File: src/hdl/wfc_pkg.sv
`timescale 1ns / 1ps
// ----------------------------------------------------------------------------
// Word frequency counter package
// Sizes, codes and item types shared by the counter core and its comparator.
// ----------------------------------------------------------------------------
package wfc_pkg;

  localparam int unsigned CHUNKS      = 8;
  localparam int unsigned CH_W        = 3;
  localparam int unsigned CHUNK_BYTES = 8;
  localparam int unsigned CHUNK_W     = 64;
  localparam int unsigned TEXT_W      = CHUNKS * CHUNK_W;
  localparam int unsigned WORD_BYTES  = 64;
  localparam int unsigned MAX_LEN     = WORD_BYTES - 1;
  localparam int unsigned LEN_W       = 6;
  localparam int unsigned WORD_SLOTS  = 1024;
  localparam int unsigned WIDX_W      = 10;
  localparam int unsigned WCNT_W      = 11;
  localparam int unsigned STOP_SLOTS  = 256;
  localparam int unsigned SIDX_W      = 8;
  localparam int unsigned SCNT_W      = 9;
  localparam int unsigned TOP_K       = 20;
  localparam int unsigned RANK_W      = 5;
  localparam int unsigned TALLY_W     = 32;

  localparam logic [7:0] CHAR_LF   = 8'h0A;
  localparam logic [7:0] CHAR_CR   = 8'h0D;
  localparam logic [7:0] CASE_BIT  = 8'h20;

  typedef enum logic [1:0] {
    KIND_STOP   = 2'd0,
    KIND_TEXT   = 2'd1,
    KIND_FINISH = 2'd2,
    KIND_READ   = 2'd3
  } kind_e;

  typedef enum logic [1:0] {
    REC_TOTALS = 2'd0,
    REC_RANK   = 2'd1,
    REC_CHUNK  = 2'd2
  } rec_e;

  typedef enum logic [1:0] {
    CMP_LT = 2'd0,
    CMP_EQ = 2'd1,
    CMP_GT = 2'd2
  } cmp_e;

  typedef struct packed {
    kind_e       kind;
    logic [7:0]  byte_req;
    logic [9:0]  slot;
    logic [2:0]  chunk;
  } req_t;

  typedef struct packed {
    rec_e        record_type;
    logic [31:0] total_words;
    logic [10:0] unique_words;
    logic [4:0]  rank;
    logic [9:0]  entry_index;
    logic [31:0] count;
    logic [63:0] word_chars;
    logic [5:0]  word_length;
    logic        last;
  } res_t;

endpackage

File: src/hdl/wfc_lexcmp.sv
`timescale 1ns / 1ps
// ----------------------------------------------------------------------------
// Chunk string comparator
// Orders two eight-character chunks as byte strings, first character first.
// ----------------------------------------------------------------------------
module wfc_lexcmp import wfc_pkg::*; (
  input  logic [CHUNK_W-1:0] a_i,
  input  logic [CHUNK_W-1:0] b_i,
  output cmp_e               rel_o
);

  logic [CHUNK_W-1:0] a_sw;
  logic [CHUNK_W-1:0] b_sw;

  always_comb begin
    for (int k = 0; k < CHUNK_BYTES; k++) begin
      a_sw[8*(CHUNK_BYTES-1-k) +: 8] = a_i[8*k +: 8];
      b_sw[8*(CHUNK_BYTES-1-k) +: 8] = b_i[8*k +: 8];
    end
    if (a_sw < b_sw) begin
      rel_o = CMP_LT;
    end else if (a_sw > b_sw) begin
      rel_o = CMP_GT;
    end else begin
      rel_o = CMP_EQ;
    end
  end

endmodule

File: config.mk
export PLATFORM = sky130hd
export DESIGN_NAME = wfc_lexcmp
export DESIGN_NICKNAME = d
export VERILOG_FILES = /design/src/hdl/wfc_pkg.sv /design/src/hdl/wfc_lexcmp.sv
export SDC_FILE = /design/constraint.sdc
export NUM_CORES = 1
export LEC_CHECK = 0
export BUFFER_PORTS_ARGS = -buffer_cell sky130_fd_sc_hd__buf_4
export CAP_MARGIN = 20
export CORE_ASPECT_RATIO = 1.5
export CORE_MARGIN = 4
export CORE_UTILIZATION = 30
export DETAILED_ROUTE_END_ITERATION = 8
export GPL_TIMING_DRIVEN = 0
export PLACE_DENSITY = 0.74
export SYNTH_ARGS = -nofsm -noshare
export SYNTH_HDL_FRONTEND = slang
export SYNTH_SLANG_ARGS = --single-unit
File: constraint.sdc
create_clock -name vclk -period 2.2
set_input_delay 0.11 -clock vclk [all_inputs]
set_output_delay 0.11 -clock vclk [all_outputs]
set_load 0.02 [all_outputs]
# Word level (Yosys, flattened, before mapping)
# Index checks and enable logic that the tools add are counted.
# word_totals
reg_bits,0
input_bits,128
wordCells,4
# classes
muxes,2
magnitude_cmp,2
# ops
operator,n
$gt A64 B64 Y1,1
$lt A64 B64 Y1,1
$mux W2,2

# Logic depth before layout (Yosys ltp)
# Gate-level depths: netlist of run 1.
# depth
depth_word,3
depth_mapped,8
ltp_nobuf,8

# Least setup slack after synthesis of run 1
# Ideal clock, no wire load.
# synth_timing
path_kind,input-to-output
start,in b_i[55]
end,out rel_o[1]
setup_slack_ps,273
arrival_time_ps,1817
stages,8
path_cell_list,inv_1 -> ha_1 -> nand4_1 -> or4_4 -> a21o_1 -> nand3_2 -> a2111oi_2 -> a21oi_1
# synth_via
elab_chain_cells,3
elab_cells_between_ends,4
# synth_rtl
item,line,source
from (decl),wfc_lexcmp.sv:8,"input logic [CHUNK_W-1:0] b_i,"
$gt A64 B64 Y1,wfc_lexcmp.sv:22,end else if (a_sw > b_sw) begin
$mux W2,wfc_lexcmp.sv:22,
$mux W2 *,wfc_lexcmp.sv:20,if (a_sw < b_sw) begin
to (decl),wfc_lexcmp.sv:9,output cmp_e rel_o
# Every way passes the cells marked *; elsewhere a longest branch is shown, timed or not.

# Final worst setup path of run 1
# layout_timing
start,in a_i[55]
end,out rel_o[0]
# layout_via
elab_chain_cells,3
elab_cells_between_ends,4
# layout_rtl
item,line,source
from (decl),wfc_lexcmp.sv:7,"input logic [CHUNK_W-1:0] a_i,"
$gt A64 B64 Y1,wfc_lexcmp.sv:22,
$mux W2,wfc_lexcmp.sv:22,
$mux W2 *,wfc_lexcmp.sv:20,
# Marks and branches as above.

==> flow_summary_export.csv, run 1 <==
group,metric,value,unit
run_status,outcome,"completed",
floorplan,fp.dieW,68.8,microns
finish,fin_cells,434,
placed_design,place_inst,434,
sta,slew_violations,0,
synth,syn_area,1670,sq um
global_route,grt.busiest_layer,"met2",
synth,synth.avg_cell_area,7.12,sq um
detailed_routing,first_pass_iters,2,
detailed_routing,ant_nets,0,
critical_path,cp.required,2.09,ns
finish,finalNetCount,558,
power_and_ir_drop,peakVddDrop,0.0652,mV
global_route,grt_max_degree,5,
floorplan,rows,33,
global_route,track_usage,13.4,%
sta,hold_viol,0,
critical_path,crit_type,"input port to output pin",
detailed_routing,drt_wl_total,4.95,mm
sta,post-route-min-period,2.08,ns
placed_design,dp_hpwl,4.71,mm
global_route,grt_pass1_wl,7.47,mm
critical_path,start_kind,"input port",
critical_path,cp.arrival,1.97,ns
sta,fmax,481,MHz
global_route,grt_use_met2,29.6,%
global_route,grt_antenna_before_repair,0,
finish,antennaDiodeCount,0,
synth,synth_fp_nets,426,
critical_path,crit_path_max_fanout,4,
sta,finalSetupViolations,0,
power_and_ir_drop,leakagePower,1.66,nW
global_route,use_met3,1.47,%
critical_path,end_kind,"output pin",
sta,setup_tns,0,ns
worst_hold_path,hold_path.class,"input port to output pin",
clock_tree,cts_hold_buf,0,
floorplan,start_util,30.8,%
detailed_routing,wl_per_cell,11.4,microns
floorplan,pin_count,130,
synth,yosysWarnings,0,
synth,synth_seq_area_share,0,%
finish,final_common_cell,"buf_4",
finish,most-common-layout-cells,"130 x buf_4, 67 x inv_1, 62 x ha_1, 26 x a21oi_1",
sta,slew_headroom,73.0,%
finish,seqCellArea,0,sq um
floorplan,die_h,99.3,microns
global_route,grt.met1_usage,12.4,%
finish,drive_gt1_share,39.6,%
job,drv_cap,0,
finish,seq_cell_count,0,
power_and_ir_drop,powerDensity,166,nW/um^2
finish,area_growth,68.4,%
detailed_routing,dr.first_iter.drc_count,17,
floorplan,core-area,5410,sq um
floorplan,dieArea,6830,sq um
synth,ys_types,26,
global_route,grt-ovfl-total,0,
detailed_routing,via_per_inst,4.73,
finish,clkbuf_count,0,
placed_design,portBuffers,130,
global_route,grt_pass1_vias,1932,
synth,netlist_instances,234,
sta,fin_crit_sh,94.5,%
clock_tree,post_cts_buffers,0,
placed_design,gp_congestion,0.719,
sta,worst_slew_pin_slew,0.403,ns
detailed_routing,drc,0,
detailed_routing,num_vias,2051,
## metal layers
metal  share of wire (%)  up-vias
met1                  31      898
met5                   0        -
li1                    -     1079
met4                 1.3        0
met3                 8.4        6
met2                  60       68
## final timing paths
path	start	endpoint	slack, ns	cells past startpoint
max	a_i[55]	rel_o[0]	0.12	9
min	a_i[39]	rel_o[1]	0.89	7
## stage by stage
stage	area, sq um	utilization [%]	power (W)	worst slack (ns)	hold slack (ns)
2_1_floorplan	1670	-	0.000222	0.273	0.693
3_3_place_gp	2730	50.5	0.000442	-0.0520	0.888
3_5_place_dp	2730	50.5	0.000453	-0.0678	0.879
4_1_cts	2740	50.6	0.000456	0.0670	0.887
5_1_grt	2800	51.8	0.000534	-0.0265	0.985
6_report	2800	51.8	0.000465	0.120	0.888
## where the power goes
part	internal [W]	total [W]	switching, W
Combinational	0.000276	0.000465	0.000190
Sequential	0	0	0
Clock	0	0	0
## synth_stat cells
cell type / instances / area share, %
a2111oi_2: 1 / 0.90
a2111oi_4: 1 / 1.7
a211oi_1: 1 / 0.45
a211oi_2: 1 / 0.75
a21boi_1: 1 / 0.45
a21o_1: 3 / 1.4
a21oi_1: 28 / 8.4
a221o_1: 1 / 0.60
a221oi_1: 3 / 1.6
ha_1: 64 / 48
inv_1: 67 / 15
nand2_1: 14 / 3.2
nand2b_1: 3 / 1.1
nand3_1: 8 / 2.4
nand3_2: 1 / 0.60
nand4_1: 14 / 5.3
nand4_2: 1 / 0.75
nor2_1: 3 / 0.68
nor2b_1: 1 / 0.38
nor3_1: 4 / 1.2
nor3b_1: 1 / 0.45
nor4_1: 3 / 1.1
o211ai_1: 1 / 0.45
o21ai_0: 4 / 1.2
o21ai_1: 4 / 1.2
or4_4: 1 / 0.68
## kinds of logic after synthesis
| kind of cell | Yosys count | share of synthesized area [%] |
|---|---|---|
| buf+inv | 67 | 15.1 |
| fa+ha+maj | 64 | 48.1 |
| simple gates | 54 | 17.8 |
| compound gates | 49 | 19.0 |
## cell type report
cell class / count / area (sq um)
Inverter: 67 / 251
Timing Repair Buffer: 130 / 976
Multi-Input combinational cell: 167 / 1490
Fill cell: 551 / 2610
Tap cell: 70 / 87.6
## worst max-delay path: stages
cell	delay (ns)
buf_4	0.11
ha_1	0.33
nand4_1	0.18
or4_4	0.57
a21o_1	0.18
nand3_2	0.08
a2111oi_4	0.08
a21boi_1	0.16
buf_4	0.17
## timing repair
item	in CTS	in global routing
pin swaps	0	7
gates resized for setup	1	9
endpoints found under the setup margin	2	2
(Power assumes the default switching activity.)
==> inputs of run 2 (changes only) <==
--- a/config.mk
+++ b/config.mk
@@ -5,14 +5,14 @@
 export SDC_FILE = /design/constraint.sdc
 export NUM_CORES = 1
 export LEC_CHECK = 0
-export BUFFER_PORTS_ARGS = -buffer_cell sky130_fd_sc_hd__buf_4
 export CAP_MARGIN = 20
 export CORE_ASPECT_RATIO = 1.5
 export CORE_MARGIN = 4
 export CORE_UTILIZATION = 30
 export DETAILED_ROUTE_END_ITERATION = 8
+export DONT_BUFFER_PORTS = 1
 export GPL_TIMING_DRIVEN = 0
-export PLACE_DENSITY = 0.74
+export PLACE_DENSITY = 0.54
 export SYNTH_ARGS = -nofsm -noshare
 export SYNTH_HDL_FRONTEND = slang
 export SYNTH_SLANG_ARGS = --single-unit
==> run 2 against run 1 <==
Critical path depth decreased by 1. Design area down 37%. Largest cell class unchanged. Cell count is 30% lower. Sequential cell count unchanged. Hold slack lost 0.12 ns. Total power down 41%. Global-route usage is 2.4 points lower. Combinational power decreased by 41%. Maximum frequency is 3.2% higher.
==> flow_summary_export.csv, run 2 (same netlist as run 1, synthesis figures left out) <==
group,metric,value,unit
critical_path,cp_cell_sequence,"inv_1 -> ha_1 -> a21o_1 -> a21o_1 -> a2111oi_4 -> nand3_2 -> a2111oi_2 -> a21oi_2",
clock_tree,cts_hold_buf,0,
detailed_routing,drc,0,
sta,slew_headroom,70.6,%
finish,seqCellArea,0,sq um
sta,finalSetupViolations,0,
global_route,grt_max_degree,5,
critical_path,cp_common_cell,"a21o_1",
sta,rsz0062_at_grt,"false",
critical_path,cp.arrival,1.90,ns
power_and_ir_drop,p_total,0.000276,W
finish,multi_input_area,1430,sq um
global_route,grt_pass1_vias,1612,
power_and_ir_drop,comb_power_share,100.0,%
sta,post-route-min-period,2.01,ns
floorplan,die_h,99.3,microns
critical_path,start_kind,"input port",
critical_path,cpPeakStageDelay,0.45,ns
placed_design,place_inst,304,
sta,hold_viol,0,
finish,n_fill_cell,605,
floorplan,rows,33,
finish,antennaDiodeCount,0,
worst_hold_path,hold_path.class,"input port to output pin",
floorplan,core-area,5410,sq um
finish,clkbuf_count,0,
placed_design,gp_congestion,0.794,
finish,fin_cells,304,
critical_path,crit_type,"input port to output pin",
power_and_ir_drop,p_clk_share,0,%
critical_path,end_kind,"output pin",
power_and_ir_drop,peakVddDrop,0.0404,mV
floorplan,start_util,30.8,%
job,drv_cap,0,
floorplan,dieArea,6830,sq um
global_route,grt_antenna_before_repair,0,
placed_design,dp_hpwl,3.93,mm
detailed_routing,num_vias,1547,
critical_path,worst-path-buf-inv,1,
placed_design,portBuffers,0,
sta,fmax,496,MHz
sta,fin_crit_sh,91.6,%
power_and_ir_drop,p_seq_share,0,%
detailed_routing,dr.first_iter.drc_count,11,
critical_path,cp.required,2.09,ns
finish,seq_cell_count,0,
global_route,grt-ovfl-total,0,
power_and_ir_drop,switching_power,0.000150,W
finish,most-common-layout-cells,"67 x inv_1, 64 x ha_1, 27 x a21oi_1, 14 x nand4_1, 14 x nand2_1",
power_and_ir_drop,p_int,0.000126,W
detailed_routing,first_pass_iters,3,
run_status,outcome,"completed",
finish,finalNetCount,428,
critical_path,slowest_stage,"a2111oi_2",
clock_tree,cts-resized-gates,1,
floorplan,pin_count,130,
finish,area_growth,6.46,%
critical_path,cp_top_family,"compound AO/OA/AOI/OAI gates",
finish,drive_gt1_share,4.27,%
floorplan,fp.dieW,68.8,microns
sta,holdWs,0.768,ns
detailed_routing,ant_nets,0,
global_route,track_usage,11.0,%
power_and_ir_drop,p_sw_share,54.4,%
detailed_routing,wl_per_cell,13.1,microns
detailed_routing,drt_wl_total,3.99,mm
clock_tree,post_cts_buffers,0,
sta,worst_slew_pin_slew,0.440,ns
power_and_ir_drop,leakagePower,1.02,nW
finish,final_common_cell,"inv_1",
critical_path,crit_path_max_fanout,2,
detailed_routing,via_per_inst,5.09,
power_and_ir_drop,powerDensity,156,nW/um^2
sta,slew_violations,0,
global_route,grt_pass1_wl,6.20,mm
[run 2: worst paths after layout]
kind | startpoint | end | cells past startpoint
hold / removal | b_i[56] | rel_o[0] | 4
setup / recovery | b_i[53] | rel_o[1] | 8
[run 2: routing by layer]
layer	vias to the layer above	GRT usage, %	share of wire [%]	wire [microns]
met5	-	0	0	0
met4	0	0.450	0.53	21
met3	2	2.37	9.9	395
met2	77	23.0	52	2080
met1	649	10.9	37	1500
li1	819	-	-	-
[run 2: tightest hold or removal path, delay by kind of cell]
family / cells / cell delay, ns
fa+ha+maj: 1 / 0.20
compound gates: 1 / 0.20
simple gates: 2 / 0.15
[run 2: final cells by class]
type,instances,share of cell area [%]
multi-input cells,167,80.9
inverters,67,14.2
well taps,70,4.94
[run 2: stage by stage]
stage	area [sq um]	setup TNS (ns)	utilization [%]	setup WS [ns]
finish	1770	0	32.8	0.186
global route	1770	0	32.8	0.0129
CTS	1760	0	32.5	0.0551
detailed placement	1750	-0.175	32.4	-0.0874
global placement	1750	-0.150	32.4	-0.0804
floorplan	1670	0	-	0.273
[run 2: power by group through the flow]
stage / clock network [W] / registers, W / logic [W]
floorplan: 0 / 0 / 0.000222
global placement: 0 / 0 / 0.000271
detailed placement: 0 / 0 / 0.000278
CTS: 0 / 0 / 0.000281
global route: 0 / 0 / 0.000332
finish: 0 / 0 / 0.000276
==> inputs of run 3 (changes only) <==
--- a/config.mk
+++ b/config.mk
@@ -5,14 +5,16 @@
 export SDC_FILE = /design/constraint.sdc
 export NUM_CORES = 1
 export LEC_CHECK = 0
+export ABC_AREA = 1
 export CAP_MARGIN = 20
 export CORE_ASPECT_RATIO = 1.5
 export CORE_MARGIN = 4
-export CORE_UTILIZATION = 30
+export CORE_UTILIZATION = 53
 export DETAILED_ROUTE_END_ITERATION = 8
 export DONT_BUFFER_PORTS = 1
 export GPL_TIMING_DRIVEN = 0
-export PLACE_DENSITY = 0.54
+export PLACE_DENSITY = 0.78
+export RECOVER_POWER = 50
 export SYNTH_ARGS = -nofsm -noshare
 export SYNTH_HDL_FRONTEND = slang
 export SYNTH_SLANG_ARGS = --single-unit
==> run 3 against run 2 <==
Clock-buffer cell count is the same. Hold slack lost 0.031 ns. Die area shrank 37%. Via count is 5.6% higher. Wire length is 12% lower.
==> flow_summary_export.csv, run 3 <==
group,metric,value,unit
run_status,outcome,"completed",
global_route,grt_pass1_vias,1662,
sta,fmax,634,MHz
detailed_routing,via_per_inst,5.07,
detailed_routing,first_pass_iters,3,
placed_design,portBuffers,0,
finish,antennaDiodeCount,0,
synth,synthTopCellsByCount,"78 x inv_1, 64 x ha_1, 63 x nand2_1",
sta,fin_crit_sh,71.7,%
power_and_ir_drop,leakagePower,1.21,nW
detailed_routing,drt_wl_total,3.53,mm
sta,hold_viol,0,
sta,setup_tns,0,ns
critical_path,cp.required,2.09,ns
job,drv_cap,0,
sta,rsz0062_at_grt,"false",
finish,clkbuf_count,0,
finish,final_common_cell,"inv_1",
finish,fin_cells,322,
synth,synth_seq_area_share,0,%
worst_hold_path,hold_path.class,"input port to output pin",
global_route,grt.busiest_layer,"met2",
critical_path,start_kind,"input port",
sta,slew_headroom,66.3,%
global_route,grt-ovfl-total,0,
global_route,use_met3,2.28,%
finish,seqCellArea,0,sq um
finish,finish.instance_area,1800,sq um
critical_path,cp_cell_sequence,"inv_1 -> ha_1 -> nand2_1 -> inv_1 -> nand3_1 -> nor2_2 -> nand3_2 -> nor2_2 -> nand2_1 -> a21oi_1",
synth,syn_area,1760,sq um
global_route,grt_pass1_wl,5.64,mm
global_route,grt_antenna_before_repair,0,
detailed_routing,wl_per_cell,10.9,microns
synth,netlist_instances,282,
synth,ys_top_cells_by_area,"ha_1 46%, inv_1 17%, nand2_1 13%, a21oi_1 8.0%, nor2_1 3.0%",
critical_path,slowest_stage,"a21oi_1",
placed_design,gp_congestion,0.781,
synth,synth_fp_nets,474,
sta,holdWs,0.737,ns
finish,drive_gt1_share,5.32,%
sta,worst_slew_pin_slew,0.508,ns
critical_path,crit_type,"input port to output pin",
global_route,grt.met1_usage,14.3,%
critical_path,cpPeakStageDelay,0.42,ns
sta,finalSetupViolations,0,
critical_path,crit_path_max_fanout,2,
detailed_routing,ant_nets,0,
synth,yosysWarnings,0,
sta,post-route-min-period,1.58,ns
placed_design,dp_hpwl,3.50,mm
finish,finalNetCount,476,
finish,most-common-layout-cells,"78 x inv_1, 64 x ha_1, 63 x nand2_1, 29 x a21oi_1, 14 x nor2_1",
critical_path,cp.arrival,1.47,ns
floorplan,rows,25,
global_route,grt_use_met2,34.1,%
finish,seq_cell_count,0,
synth,synth_top_cell_by_area,"ha_1",
floorplan,core-area,3160,sq um
clock_tree,cts-resized-gates,0,
clock_tree,post_cts_buffers,0,
synth,synth_top_cell_area_share,45.6,%
synth,ys_types,20,
power_and_ir_drop,peakVddDrop,0.0846,mV
clock_tree,cts_hold_buf,0,
power_and_ir_drop,powerDensity,150,nW/um^2
synth,synth.avg_cell_area,6.23,sq um
global_route,track_usage,15.8,%
finish,area_growth,2.64,%
critical_path,end_kind,"output pin",
global_route,grt_max_degree,4,
worst_hold_path,worstHoldPathCells,5,
placed_design,placed_cell_area,1810,sq um
sta,slew_violations,0,
floorplan,pin_count,130,
detailed_routing,num_vias,1634,
floorplan,die_h,78.5,microns
power_and_ir_drop,p_total,0.000271,W
floorplan,start_util,55.6,%
floorplan,fp.dieW,55.0,microns
finish,n_fill_cell,321,
synth,synth.most_common_cell,"inv_1",
detailed_routing,dr.first_iter.drc_count,3,
detailed_routing,drc,0,
floorplan,dieArea,4320,sq um
placed_design,place_inst,322,
[run 3: cell types whose count changed in the layout (fill, tap and decap cells not counted), moves of 3 or more]
cell,previous run,this run
nand2_1,14,63
nand3_1,8,5
a221oi_1,3,0
inv_1,67,78
nor2_1,3,14
o21ai_1,4,1
nor2_2,0,5
nor3_1,4,0
nand2b_1,3,0
nand4_1,14,2
[run 3: cell type report]
class	instances	area (sq um)	share of cell area (%)
Inverter	81	304	16.9
Multi-Input combinational cell	201	1450	80.4
Tap cell	40	50.0	2.78
[run 3: per-stage QoR]
step / utilization (%) / worst slack (ns)
final: 57.1 / 0.624
after global routing: 57.1 / 0.434
after CTS: 57.2 / 0.712
after detailed placement: 57.2 / 0.718
after global placement: 57.2 / 0.729
after floorplan: - / 0.867
[run 3: per-layer routing]
metal | vias up | wire length (microns) | share of wire, %
met4 | 0 | 44 | 1.2
met3 | 4 | 309 | 8.8
met2 | 77 | 1920 | 55
met1 | 661 | 1250 | 35
li1 | 892 | - | -
met5 | - | 0 | 0
[run 3: report_power, final]
part           internal, W  switching [W]
clock network            0              0
registers                0              0
logic             0.000121       0.000151
[run 3: final timing paths]
path	start	to	slack [ns]
max	b_i[3]	rel_o[1]	0.62
min	b_i[56]	rel_o[0]	0.74
[run 3: kinds of logic after synthesis]
logic type / after synthesis / synth area share, %
buf+inv: 81 / 17.3
simple gates: 95 / 23.9
fa+ha+maj: 64 / 45.6
compound gates: 42 / 13.2
[run 3: critical path: cells and delay by family]
| kind | cells | cell delay, ns |
|---|---|---|
| AOI/OAI and AO/OA | 1 | 0.42 |
| adders and majority gates | 1 | 0.27 |
| buffers and inverters | 2 | 0.08 |
| and+or+nand+nor | 6 | 0.58 |
